File: src/hw/rtl/nss_pkg.sv
`default_nettype none
// ----------------------------------------------------------------------------
// nss_pkg
// Shared types and constants for the brute-force substring search block.
// ----------------------------------------------------------------------------
package nss_pkg;

  localparam int POS_W    = 7;   // start position and match position
  localparam int BYTE_W   = 8;
  localparam int OUT_DW   = 16;  // result word, padded to whole bytes
  localparam int CFG_AW   = 3;
  localparam int CFG_DW   = 32;

  localparam logic OP_PATTERN = 1'b0;
  localparam logic OP_TEXT    = 1'b1;

  // register index of start_position
  localparam logic [CFG_AW-3:0] REG_START_POS = '0;

  typedef enum logic [2:0] {
    S_IDLE,
    S_CHECK,
    S_READ,
    S_CMP,
    S_DONE
  } state_t;

  typedef enum logic [1:0] {
    RES_ZERO,
    RES_START,
    RES_POS
  } res_sel_t;

  // controller to datapath
  typedef struct packed {
    logic     accept;    // store the incoming word
    logic     init_pos;  // load start position, clear byte index
    logic     inc_pos;   // next candidate position, clear byte index
    logic     inc_k;     // next pattern byte
    logic     rd;        // read both stores
    logic     res_load;
    res_sel_t res_sel;
    logic     publish;   // move result to output register, clear text
  } cmd_t;

  // datapath to controller
  typedef struct packed {
    logic start_zero;
    logic pat_empty;
    logic fits;
    logic bytes_eq;
    logic k_last;
    logic out_free;
  } sts_t;

endpackage : nss_pkg
`default_nettype wire

File: src/hw/rtl/naive_substring_search.sv
`default_nettype none
// ----------------------------------------------------------------------------
// naive_substring_search
// Loads a pattern and a text one byte per word and, on the last text byte,
// searches the text for the pattern from a configured 1-based position.
//
//   channel  dir  signals                       contents
//   in_      in   tvalid tready tdata tuser tlast  byte, kind (0 pattern,
//                                                   1 text), last of string
//   out_     out  tvalid tready tdata           position, found, overflow
//   cfg_     in   APB psel penable pwrite ...   start_position at 0x0
//
// Pattern and text words are taken one per cycle while idle. A last text word
// starts the search: S_CHECK per candidate position, S_READ and S_CMP per byte
// pair (one read port per store), then S_DONE hands over the result, waiting
// while the output register still holds the previous word; input is held off
// meanwhile. Words are still taken while a result waits at the output. Reset
// clears lengths and flags; the stores are not cleared.
// ----------------------------------------------------------------------------
module naive_substring_search #(
  parameter int MAX_LEN = 64
) (
  input  logic                          clk,
  input  logic                          rst_n,
  // in: tdata[7:0] byte_value; tuser[0] operation; tlast last_of_string
  input  logic                          in_tvalid,
  output logic                          in_tready,
  input  logic [7:0]                    in_tdata,
  input  logic                          in_tuser,
  input  logic                          in_tlast,
  // out: tdata[6:0] match_position, [7] found, [8] overflow, [15:9] zero
  output logic                          out_tvalid,
  input  logic                          out_tready,
  output logic [nss_pkg::OUT_DW-1:0]    out_tdata,
  // configuration
  input  logic                          cfg_psel,
  input  logic                          cfg_penable,
  input  logic                          cfg_pwrite,
  input  logic [nss_pkg::CFG_AW-1:0]    cfg_paddr,
  input  logic [nss_pkg::CFG_DW-1:0]    cfg_pwdata,
  output logic [nss_pkg::CFG_DW-1:0]    cfg_prdata,
  output logic                          cfg_pready
);
  import nss_pkg::*;

  cmd_t             cmd;
  sts_t             sts;
  logic             busy;
  logic [POS_W-1:0] start_pos_r, start_pos_nxt;
  logic [POS_W-1:0] out_pos;
  logic             out_found, out_ovf;
  logic             sel_start;

  assign cfg_pready = 1'b1;
  assign sel_start  = (cfg_paddr[CFG_AW-1:2] == REG_START_POS);

  always_comb begin
    start_pos_nxt = start_pos_r;
    if (cfg_psel && cfg_penable && cfg_pwrite && cfg_pready && sel_start) begin
      start_pos_nxt = cfg_pwdata[POS_W-1:0];
    end
  end

  always_ff @(posedge clk) begin
    if (!rst_n) begin
      start_pos_r <= POS_W'(1);
    end else begin
      start_pos_r <= start_pos_nxt;
    end
  end

  assign cfg_prdata = sel_start ? CFG_DW'(start_pos_r) : '0;

  nss_ctrl u_ctrl (
    .clk       (clk),
    .rst_n     (rst_n),
    .in_tvalid (in_tvalid),
    .in_op     (in_tuser),
    .in_last   (in_tlast),
    .sts       (sts),
    .in_tready (in_tready),
    .cmd       (cmd),
    .busy      (busy)
  );

  nss_datapath #(
    .MAX_LEN (MAX_LEN)
  ) u_datapath (
    .clk        (clk),
    .rst_n      (rst_n),
    .cmd        (cmd),
    .in_op      (in_tuser),
    .in_byte    (in_tdata),
    .in_last    (in_tlast),
    .start_pos  (start_pos_r),
    .out_tready (out_tready),
    .sts        (sts),
    .out_valid  (out_tvalid),
    .out_pos    (out_pos),
    .out_found  (out_found),
    .out_ovf    (out_ovf)
  );

  assign out_tdata = {(OUT_DW - POS_W - 2)'(0), out_ovf, out_found, out_pos};

`ifndef SYNTHESIS
  // a last text word must start a search and hold off input
  a_search_starts: assert property (@(posedge clk) disable iff (!rst_n)
    in_tvalid && in_tready && (in_tuser == OP_TEXT) && in_tlast |=> busy && !in_tready)
    else $error("search did not start after last text word");

  // a result that is not found always reports position zero
  a_found_pos: assert property (@(posedge clk) disable iff (!rst_n)
    out_tvalid && !out_tdata[POS_W] |-> out_tdata[POS_W-1:0] == '0)
    else $error("not found but position nonzero");

  // a new result only appears as the search finishes
  a_result_from_search: assert property (@(posedge clk) disable iff (!rst_n)
    $rose(out_tvalid) |-> $past(busy))
    else $error("result without a search");
`endif

endmodule : naive_substring_search
`default_nettype wire

File: src/hw/rtl/nss_ctrl.sv
`default_nettype none
// ----------------------------------------------------------------------------
// nss_ctrl
// Sequencer: loads words while idle, then walks the candidate positions
// and compares one byte pair per read/compare step.
// ----------------------------------------------------------------------------
module nss_ctrl (
  input  logic          clk,
  input  logic          rst_n,
  input  logic          in_tvalid,
  input  logic          in_op,
  input  logic          in_last,
  input  nss_pkg::sts_t sts,
  output logic          in_tready,
  output nss_pkg::cmd_t cmd,
  output logic          busy
);
  import nss_pkg::*;

  state_t state_r, state_nxt;

  always_ff @(posedge clk) begin
    if (!rst_n) begin
      state_r <= S_IDLE;
    end else begin
      state_r <= state_nxt;
    end
  end

  always_comb begin
    state_nxt = state_r;
    cmd       = '0;
    in_tready = 1'b0;
    unique case (state_r)
      S_IDLE: begin
        in_tready = 1'b1;
        if (in_tvalid) begin
          cmd.accept = 1'b1;
          if (in_op == OP_TEXT && in_last) begin
            cmd.init_pos = 1'b1;
            state_nxt    = S_CHECK;
          end
        end
      end
      S_CHECK: begin
        priority if (sts.start_zero) begin
          cmd.res_load = 1'b1;
          cmd.res_sel  = RES_ZERO;
          state_nxt    = S_DONE;
        end else if (sts.pat_empty) begin
          cmd.res_load = 1'b1;
          cmd.res_sel  = RES_START;
          state_nxt    = S_DONE;
        end else if (!sts.fits) begin
          cmd.res_load = 1'b1;
          cmd.res_sel  = RES_ZERO;
          state_nxt    = S_DONE;
        end else begin
          state_nxt = S_READ;
        end
      end
      S_READ: begin
        cmd.rd    = 1'b1;
        state_nxt = S_CMP;
      end
      S_CMP: begin
        priority if (sts.bytes_eq && sts.k_last) begin
          cmd.res_load = 1'b1;
          cmd.res_sel  = RES_POS;
          state_nxt    = S_DONE;
        end else if (sts.bytes_eq) begin
          cmd.inc_k = 1'b1;
          state_nxt = S_READ;
        end else begin
          cmd.inc_pos = 1'b1;
          state_nxt   = S_CHECK;
        end
      end
      S_DONE: begin
        // hold until the output register can take the word
        if (sts.out_free) begin
          cmd.publish = 1'b1;
          state_nxt   = S_IDLE;
        end
      end
      default: state_nxt = S_IDLE;
    endcase
  end

  assign busy = (state_r != S_IDLE);

endmodule : nss_ctrl
`default_nettype wire

File: src/hw/rtl/nss_datapath.sv
`default_nettype none
// ----------------------------------------------------------------------------
// nss_datapath
// Pattern and text stores, lengths, overflow flags, position and byte
// counters, comparator and output register.
// ----------------------------------------------------------------------------
module nss_datapath #(
  parameter int MAX_LEN = 64
) (
  input  logic                        clk,
  input  logic                        rst_n,
  input  nss_pkg::cmd_t               cmd,
  input  logic                        in_op,
  input  logic [nss_pkg::BYTE_W-1:0]  in_byte,
  input  logic                        in_last,
  input  logic [nss_pkg::POS_W-1:0]   start_pos,
  input  logic                        out_tready,
  output nss_pkg::sts_t               sts,
  output logic                        out_valid,
  output logic [nss_pkg::POS_W-1:0]   out_pos,
  output logic                        out_found,
  output logic                        out_ovf
);
  import nss_pkg::*;

  localparam int LW = $clog2(MAX_LEN + 1);
  localparam int IW = (MAX_LEN > 1) ? $clog2(MAX_LEN) : 1;
  localparam int PW = ((LW > POS_W) ? LW : POS_W) + 1;

  logic [BYTE_W-1:0] pat_mem [MAX_LEN];
  logic [BYTE_W-1:0] txt_mem [MAX_LEN];

  logic [LW-1:0]     pat_len_r, pat_len_nxt, txt_len_r, txt_len_nxt, pat_len_eff;
  logic              pat_ovf_r, pat_ovf_nxt, txt_ovf_r, txt_ovf_nxt;
  logic              pat_closed_r, pat_closed_nxt;
  logic [PW-1:0]     pos_r, pos_nxt, res_r, res_nxt, txt_addr;
  logic [LW-1:0]     k_r, k_nxt;
  logic [BYTE_W-1:0] pat_q_r, txt_q_r;
  logic              out_valid_r, out_valid_nxt;
  logic [POS_W-1:0]  out_pos_r;
  logic              out_found_r, out_ovf_r;
  logic              pat_wr, txt_wr;

  // a pattern word after a closed pattern starts a fresh one
  assign pat_len_eff = pat_closed_r ? '0 : pat_len_r;
  assign pat_wr = cmd.accept && (in_op == OP_PATTERN) && (pat_len_eff < LW'(MAX_LEN));
  assign txt_wr = cmd.accept && (in_op == OP_TEXT) && (txt_len_r < LW'(MAX_LEN));
  assign txt_addr = pos_r - PW'(1) + PW'(k_r);

  always_comb begin
    pat_len_nxt    = pat_len_r;
    pat_ovf_nxt    = pat_ovf_r;
    pat_closed_nxt = pat_closed_r;
    txt_len_nxt    = txt_len_r;
    txt_ovf_nxt    = txt_ovf_r;
    if (cmd.accept && in_op == OP_PATTERN) begin
      pat_closed_nxt = in_last;
      pat_len_nxt    = pat_len_eff;
      if (pat_closed_r) begin
        pat_ovf_nxt = 1'b0;
      end
      if (pat_wr) begin
        pat_len_nxt = pat_len_eff + LW'(1);
      end else begin
        pat_ovf_nxt = 1'b1;
      end
    end
    if (cmd.accept && in_op == OP_TEXT) begin
      if (txt_wr) begin
        txt_len_nxt = txt_len_r + LW'(1);
      end else begin
        txt_ovf_nxt = 1'b1;
      end
    end
    if (cmd.publish) begin
      txt_len_nxt = '0;
      txt_ovf_nxt = 1'b0;
    end
  end

  always_comb begin
    pos_nxt = pos_r;
    k_nxt   = k_r;
    res_nxt = res_r;
    if (cmd.init_pos) begin
      pos_nxt = PW'(start_pos);
      k_nxt   = '0;
    end
    if (cmd.inc_pos) begin
      pos_nxt = pos_r + PW'(1);
      k_nxt   = '0;
    end
    if (cmd.inc_k) begin
      k_nxt = k_r + LW'(1);
    end
    if (cmd.res_load) begin
      unique case (cmd.res_sel)
        RES_START: res_nxt = PW'(start_pos);
        RES_POS:   res_nxt = pos_r;
        default:   res_nxt = '0;
      endcase
    end
  end

  always_comb begin
    out_valid_nxt = out_valid_r;
    if (cmd.publish) begin
      out_valid_nxt = 1'b1;
    end else if (out_tready) begin
      out_valid_nxt = 1'b0;
    end
  end

  always_ff @(posedge clk) begin
    if (!rst_n) begin
      pat_len_r    <= '0;
      pat_ovf_r    <= 1'b0;
      pat_closed_r <= 1'b0;
      txt_len_r    <= '0;
      txt_ovf_r    <= 1'b0;
      out_valid_r  <= 1'b0;
    end else begin
      pat_len_r    <= pat_len_nxt;
      pat_ovf_r    <= pat_ovf_nxt;
      pat_closed_r <= pat_closed_nxt;
      txt_len_r    <= txt_len_nxt;
      txt_ovf_r    <= txt_ovf_nxt;
      out_valid_r  <= out_valid_nxt;
    end
  end

  always_ff @(posedge clk) begin
    pos_r <= pos_nxt;
    k_r   <= k_nxt;
    res_r <= res_nxt;
    if (cmd.publish) begin
      out_pos_r   <= res_r[POS_W-1:0];
      out_found_r <= (res_r != '0);
      out_ovf_r   <= pat_ovf_r | txt_ovf_r;
    end
  end

  // stores: one write port, one registered read port each
  always_ff @(posedge clk) begin
    if (pat_wr) begin
      pat_mem[pat_len_eff[IW-1:0]] <= in_byte;
    end
    if (cmd.rd) begin
      pat_q_r <= pat_mem[k_r[IW-1:0]];
    end
  end

  always_ff @(posedge clk) begin
    if (txt_wr) begin
      txt_mem[txt_len_r[IW-1:0]] <= in_byte;
    end
    if (cmd.rd) begin
      txt_q_r <= txt_mem[txt_addr[IW-1:0]];
    end
  end

  always_comb begin
    sts.start_zero = (start_pos == '0);
    sts.pat_empty  = (pat_len_r == '0);
    sts.fits       = (pos_r + PW'(pat_len_r)) <= (PW'(txt_len_r) + PW'(1));
    sts.bytes_eq   = (pat_q_r == txt_q_r);
    sts.k_last     = ((k_r + LW'(1)) == pat_len_r);
    sts.out_free   = !out_valid_r || out_tready;
  end

  assign out_valid = out_valid_r;
  assign out_pos   = out_pos_r;
  assign out_found = out_found_r;
  assign out_ovf   = out_ovf_r;

endmodule : nss_datapath
`default_nettype wire

File: config.mk
export PLATFORM = sky130hd
export DESIGN_NAME = naive_substring_search
export DESIGN_NICKNAME = d
export VERILOG_FILES = /design/src/hw/rtl/nss_pkg.sv /design/src/hw/rtl/naive_substring_search.sv /design/src/hw/rtl/nss_ctrl.sv /design/src/hw/rtl/nss_datapath.sv
export SDC_FILE = /design/constraint.sdc
export NUM_CORES = 1
export LEC_CHECK = 0
export BUFFER_PORTS_ARGS = -buffer_cell sky130_fd_sc_hd__buf_2
export CAP_MARGIN = 20
export CORE_UTILIZATION = 30
export CTS_CLUSTER_DIAMETER = 120
export DETAILED_ROUTE_END_ITERATION = 10
export MAX_ROUTING_LAYER = met4
export SYNTH_ARGS = -nofsm -noshare
export SYNTH_HDL_FRONTEND = slang
export SYNTH_SLANG_ARGS = --single-unit
export TNS_END_PERCENT = 10
File: constraint.sdc
create_clock -name clk -period 4.9 [get_ports clk]
set_input_delay 0.245 -clock clk [delete_from_list [all_inputs] [get_ports clk]]
set_output_delay 0.245 -clock clk [all_outputs]
set_load 0.03 [all_outputs]
---- After elaboration in Yosys (flattened, before gate mapping) ----
Memory sizes are Yosys's and may differ from the RTL's. A register that Yosys moved wholly into a read port is not among the register bits.
Index checks and enable logic that the tools add are counted.
operators by class
  bitwise logic cells ..................... 5
  order comparisons ....................... 3
  reduce and logical (&&, ||, !) cells .... 23
  equality and inequality tests ........... 12
  muxes and demuxes ....................... 42
  add/sub/neg operators ................... 8
operator list
  cell                   count
  $mux W7                6
  $mux W3                11
  $add A7 B1 Y7 const B  3
  $mux W8                2
  $pmux W8 S2            1
  $mux W1                15
  $pmux W3 S5            1
  $logic_not A7 Y1       2
  $lt A7 B7 Y1 const B   2
  $mux W2                5
  $logic_and A1 B1 Y1    9
  $add A7 B1 Y8 const B  1
  $add A8 B1 Y8 const B  1
  $add A8 B7 Y8          1
  $eq A8 B8 Y1           1
  $le A8 B8 Y1           1
  $reduce_bool A8 Y1     1
  $eq A7 B7 Y1           1
  $add A6 B6 Y6          1
  $eq A3 B2 Y1 const B   2
  $pmux W3 S2            1
  $reduce_and A2 Y1      3
  $sub A6 B1 Y6 const B  1
  $ne A2 B1 Y1 const B   2
  14 further kinds       19
storage, ports and cells
  logic and storage cells ................. 109
  input bits .............................. 52
  register bits after elaboration ......... 60
  output and inout port bits .............. 51
  memories kept ........................... 2
  RAM bits ................................ 1024
memory list
  memory              words  bits a word  rd ports  clocked after Yosys merged registers in  write ports  RTL line            text
  u_datapath.pat_mem  64     8            1         1                                        1            nss_datapath.sv:30  logic [BYTE_W-1:0] pat_mem [MAX_LEN];
  u_datapath.txt_mem  64     8            1         1                                        1            nss_datapath.sv:31  logic [BYTE_W-1:0] txt_mem [MAX_LEN];

---- Logic depth before layout (Yosys ltp) ----
  word-level depth ........................ 8
  mapped depth ............................ 16
  mapped depth without buffers ............ 16

---- By module ----
A second synthesis with hierarchy kept.
unflattened totals
  cells, all modules ...................... 2178
  area total of the unflattened synthesis .. 44158.6 µm²
by module, submodules not included
  module                  seq. area each (µm²)  cells an instance  area each (µm²)  times used
  nss_datapath            32551.2               2072               43296.5          1
  naive_substring_search  140.1                 75                 624.3            1
  nss_ctrl                60.1                  31                 237.7            1

---- Worst setup path after synthesis ----
Ideal clock, no wire load.
  path kind ............................... flip-flop to flip-flop
  start ................................... reg u_datapath.k_r[1]
  end ..................................... reg u_datapath.txt_q_r[6], read port of u_datapath.txt_mem, data pin
  data required time ...................... 4.627 ns
  period minus slack after synthesis ...... 3.453 ns
  slack ................................... 1.447 ns
  cell stages (with the launch flop) ...... 14
  library setup time ...................... 0.273 ns
  arrival ................................. 3.180 ns
  buffers on the path ..................... 2
  cell sequence ........................... edfxtp_1 buf_2 buf_1 inv_1 ha_1 inv_1 ha_1 fa_1 a21o_1 a21oi_1 xor2_1 nand3_1 o22ai_1 nor4_1
on the way
  word-level cells in the longest chain between the ends .. 1
RTL lines
  what                    RTL line             text
  from (decl)             nss_datapath.sv:37   logic [LW-1:0] k_r, k_nxt;
  from (signal assigned)  nss_datapath.sv:134  k_r <= k_nxt;
  $add A6 B6 Y6           nss_datapath.sv:48   assign txt_addr = pos_r - PW'(1) + PW'(k_r);
  to (decl)               nss_datapath.sv:38   logic [BYTE_W-1:0] pat_q_r, txt_q_r;
Every way passes these cells.
A chain may end at the register's enable or synchronous reset.

---- Worst setup path after layout ----
  start ................................... reg u_datapath.pos_r[1]
  end ..................................... reg u_datapath.txt_q_r[1], read port of u_datapath.txt_mem, data pin
on the way
  word-level cells in the longest chain between the ends .. 2
RTL lines
  what                    RTL line             text
  from (decl)             nss_datapath.sv:36   logic [PW-1:0] pos_r, pos_nxt, res_r, res_nxt, txt_addr;
  from (signal assigned)  nss_datapath.sv:133  pos_r <= pos_nxt;
  $sub A6 B1 Y6           nss_datapath.sv:48
  $add A6 B6 Y6           nss_datapath.sv:48
Every way passes these cells.

==> metrics <==
synth top area cells edfxtp_1, mux4_2, nor2_1; drt initial violations 1828; Leak Pwr 15.4 nW; PnR worst setup slack 0.916 ns; post-DR wirelength/cell 22.7 um; DP Area 0.0465 sq mm; CTS max path bufs 3; fin nets 2390; WS Path Type reg -> reg; dpl cells 4102; gpl congestion 0.839; die extent in y 386 um; area of the mapped netlist 0.0442 sq mm; final setup violation count 0; # diodes 0; Finished Cell Area 0.0501 sq mm; GRT Resource Usage Total 13.5%; non-filler cells in the finished layout 4310; Post-synth ARST share 0%; cell accounting for the most synthesized area edfxtp_1; CP Launch Type flop; vias in the first global route 21.1k; die area 0.149 sq mm; fmax 251 MHz; Cell variety after synth 59; first-pass GRT wire length 145 mm; clock transition at the registers of the reported paths 0.06 ns; syn_area_per_cell 19.9 sq um; Core ar. 0.146 sq mm; power after layout 19.6 mW; status complete, no violations; fill cell count 13.6k; synth warn 0; Slew Limit Fails 0; vias per std cell 4.86; Final Critical Period 3.98 ns; register area share after synthesis 74.1%; die width 386 um; initial antenna violation count 2; CTS-repair resized insts 0; Critical Path RT 5.32 ns; fraction of layout instances using a drive strength above 1 23.7%; Max IR drop VDD 0.332 mV; Slew HR 27.1%; DRT Pass-1 Iters 5; Hold WC Path Type in -> reg; routed wire length 98.0 mm; CTS buffer count 106; Max Cap Violations 0; CP max FO 7; Critical Path Sink Type flop; TNS Setup 0 ns; pre-CTS WS 1.08 ns; I/O pin cnt 103; setup repair after global routing missed its margin no; DP HPWL 60.1 mm; clk_skew 0.0291 ns; data arrival time of the critical path 4.41 ns; htree depth 3; vias 21.0k; Worst-Skew Late Latency 0.70 ns; Synth top cells by count edfxtp_1, mux4_2, nor2_1; Worst-Margin Slew 1.09 ns; Synth top area share 72.9%; period utilization 81.3%; CTS sink count 1100; area grow syn2layout 13.4%; post-route ant nets 0; PD cells 391 mW/mm^2; top-count cell post-synth edfxtp_1; Root Buffer clkbuf_16; # rows 140; TritonCTS clock tree done; Initial Utilization 30.3%; Overflow after GRT 0; Seq cells post-synth 1100; Syn Inst Count 2225; count of final hold-check violations 0; maximum number of pins on one net before global-route repair 131; PortBufs 42; top_reg_cell synth edfxtp_1; Post-synth EDFFs 1072; detailed-route DRC error count 0
## worst max-delay path, stage by stage (launching register included)
cell and delay, ns:
edfxtp_1 0.49, inv_1 0.16, ha_1 0.30, inv_1 0.06, ha_4 0.16, fa_1 0.49, a21o_1 0.19, a21oi_1 0.37
xnor2_1 0.32, nand3_1 0.44, o22ai_1 0.55, nor4_1 0.16
## flip-flops by register name (all words and copies together), names as in the netlist, 3 cells and up
signal,count
u_datapath.pos_r,8
u_datapath.txt_q_r,8
u_datapath.k_r,7
u_datapath.txt_len_r,7
u_datapath.pat_len_r,7
u_ctrl.state_r,3
u_datapath.pat_mem,512
u_datapath.txt_mem,512
u_datapath.out_pos,7
u_datapath.pat_q_r,8
u_datapath.res_r,8
start_pos_r,7
## what timing repair did
action	in CTS	in global routing
endpoints found under the setup margin	0	0
hold endpoints to repair	14	0
setup buffers	0	0
hold buffers	13	0
## placed cells by master (no fill, tap or decap), types with 20 or more instances in the layout
cell / instances
ha_1: 28
xnor2_1: 32
a21oi_1: 23
buf_2: 34
nor2_1: 190
clkinv_1: 27
conb_1: 33
clkbuf_1: 20
mux2_2: 61
o22ai_1: 37
edfxtp_1: 1072
dfxtp_1: 28
nand3_1: 34
clkbuf_16: 108
nor2b_1: 23
mux4_2: 272
inv_1: 31
nand2_1: 42
buf_4: 29
## layer usage
metal  GRT usage, %  vias to the layer above  share of wire (%)
met5              -                        -                  0
met4           3.10                        0                2.0
met3           2.13                      144                5.4
met2           20.3                      576                 47
met1           19.3                    11100                 46
li1               -                     9187                  -
## metrics by stage
| stage | util [%] | hold slack, ns |
|---|---|---|
| final | 34.3 | 0.0527 |
| after global routing | 34.3 | 0.0381 |
| after CTS | 34.3 | 0.00270 |
| after detailed placement | 31.9 | 0.443 |
| after global placement | 31.9 | 0.449 |
| after floorplan | - | 0.344 |
## final cells by class
type	count	area, sq um	share of cell area, %
clock inverter	67	661	1.32
multi-input combinational	981	10700	21.4
clock buffer	128	2780	5.55
sequential	1100	32800	65.4
timing repair buffer	83	658	1.31
inverter	34	128	0.255
tap	1917	2400	4.79
## logic make-up after synthesis
kind of cell             synth area share (%)
multiplexers                             15.8
AND/OR/NAND/NOR                          3.93
flip-flops                               74.1
XOR/XNOR                                 1.03
buffers and inverters                    1.99
AO/OA/AOI/OAI                            2.14
adder cells (fa/ha/maj)                 0.940
other                                  0.0170
## final timing paths
| kind | start | end | slack (ns) | cells past startpoint |
|---|---|---|---|---|
| min | in_tdata[6] | u_datapath.pat_mem[0][6] | 0.05 | 1 |
| max | u_datapath.pos_r[1] | u_datapath.txt_q_r[1] | 0.92 | 11 |
| min reg2reg | u_datapath.res_r[2] | u_datapath.out_pos[2] | 0.46 | 0 |
| max reg2reg | u_datapath.pos_r[1] | u_datapath.txt_q_r[1] | 0.92 | 11 |
## report_power, final
group          leakage, nW  switching (mW)  internal, mW
Combinational         3.88           0.633         0.360
Clock                 1.68            3.52          4.67
Sequential            9.87          0.0272          10.4
Total                 15.4            4.18          15.4
(Power assumes the default switching activity.)
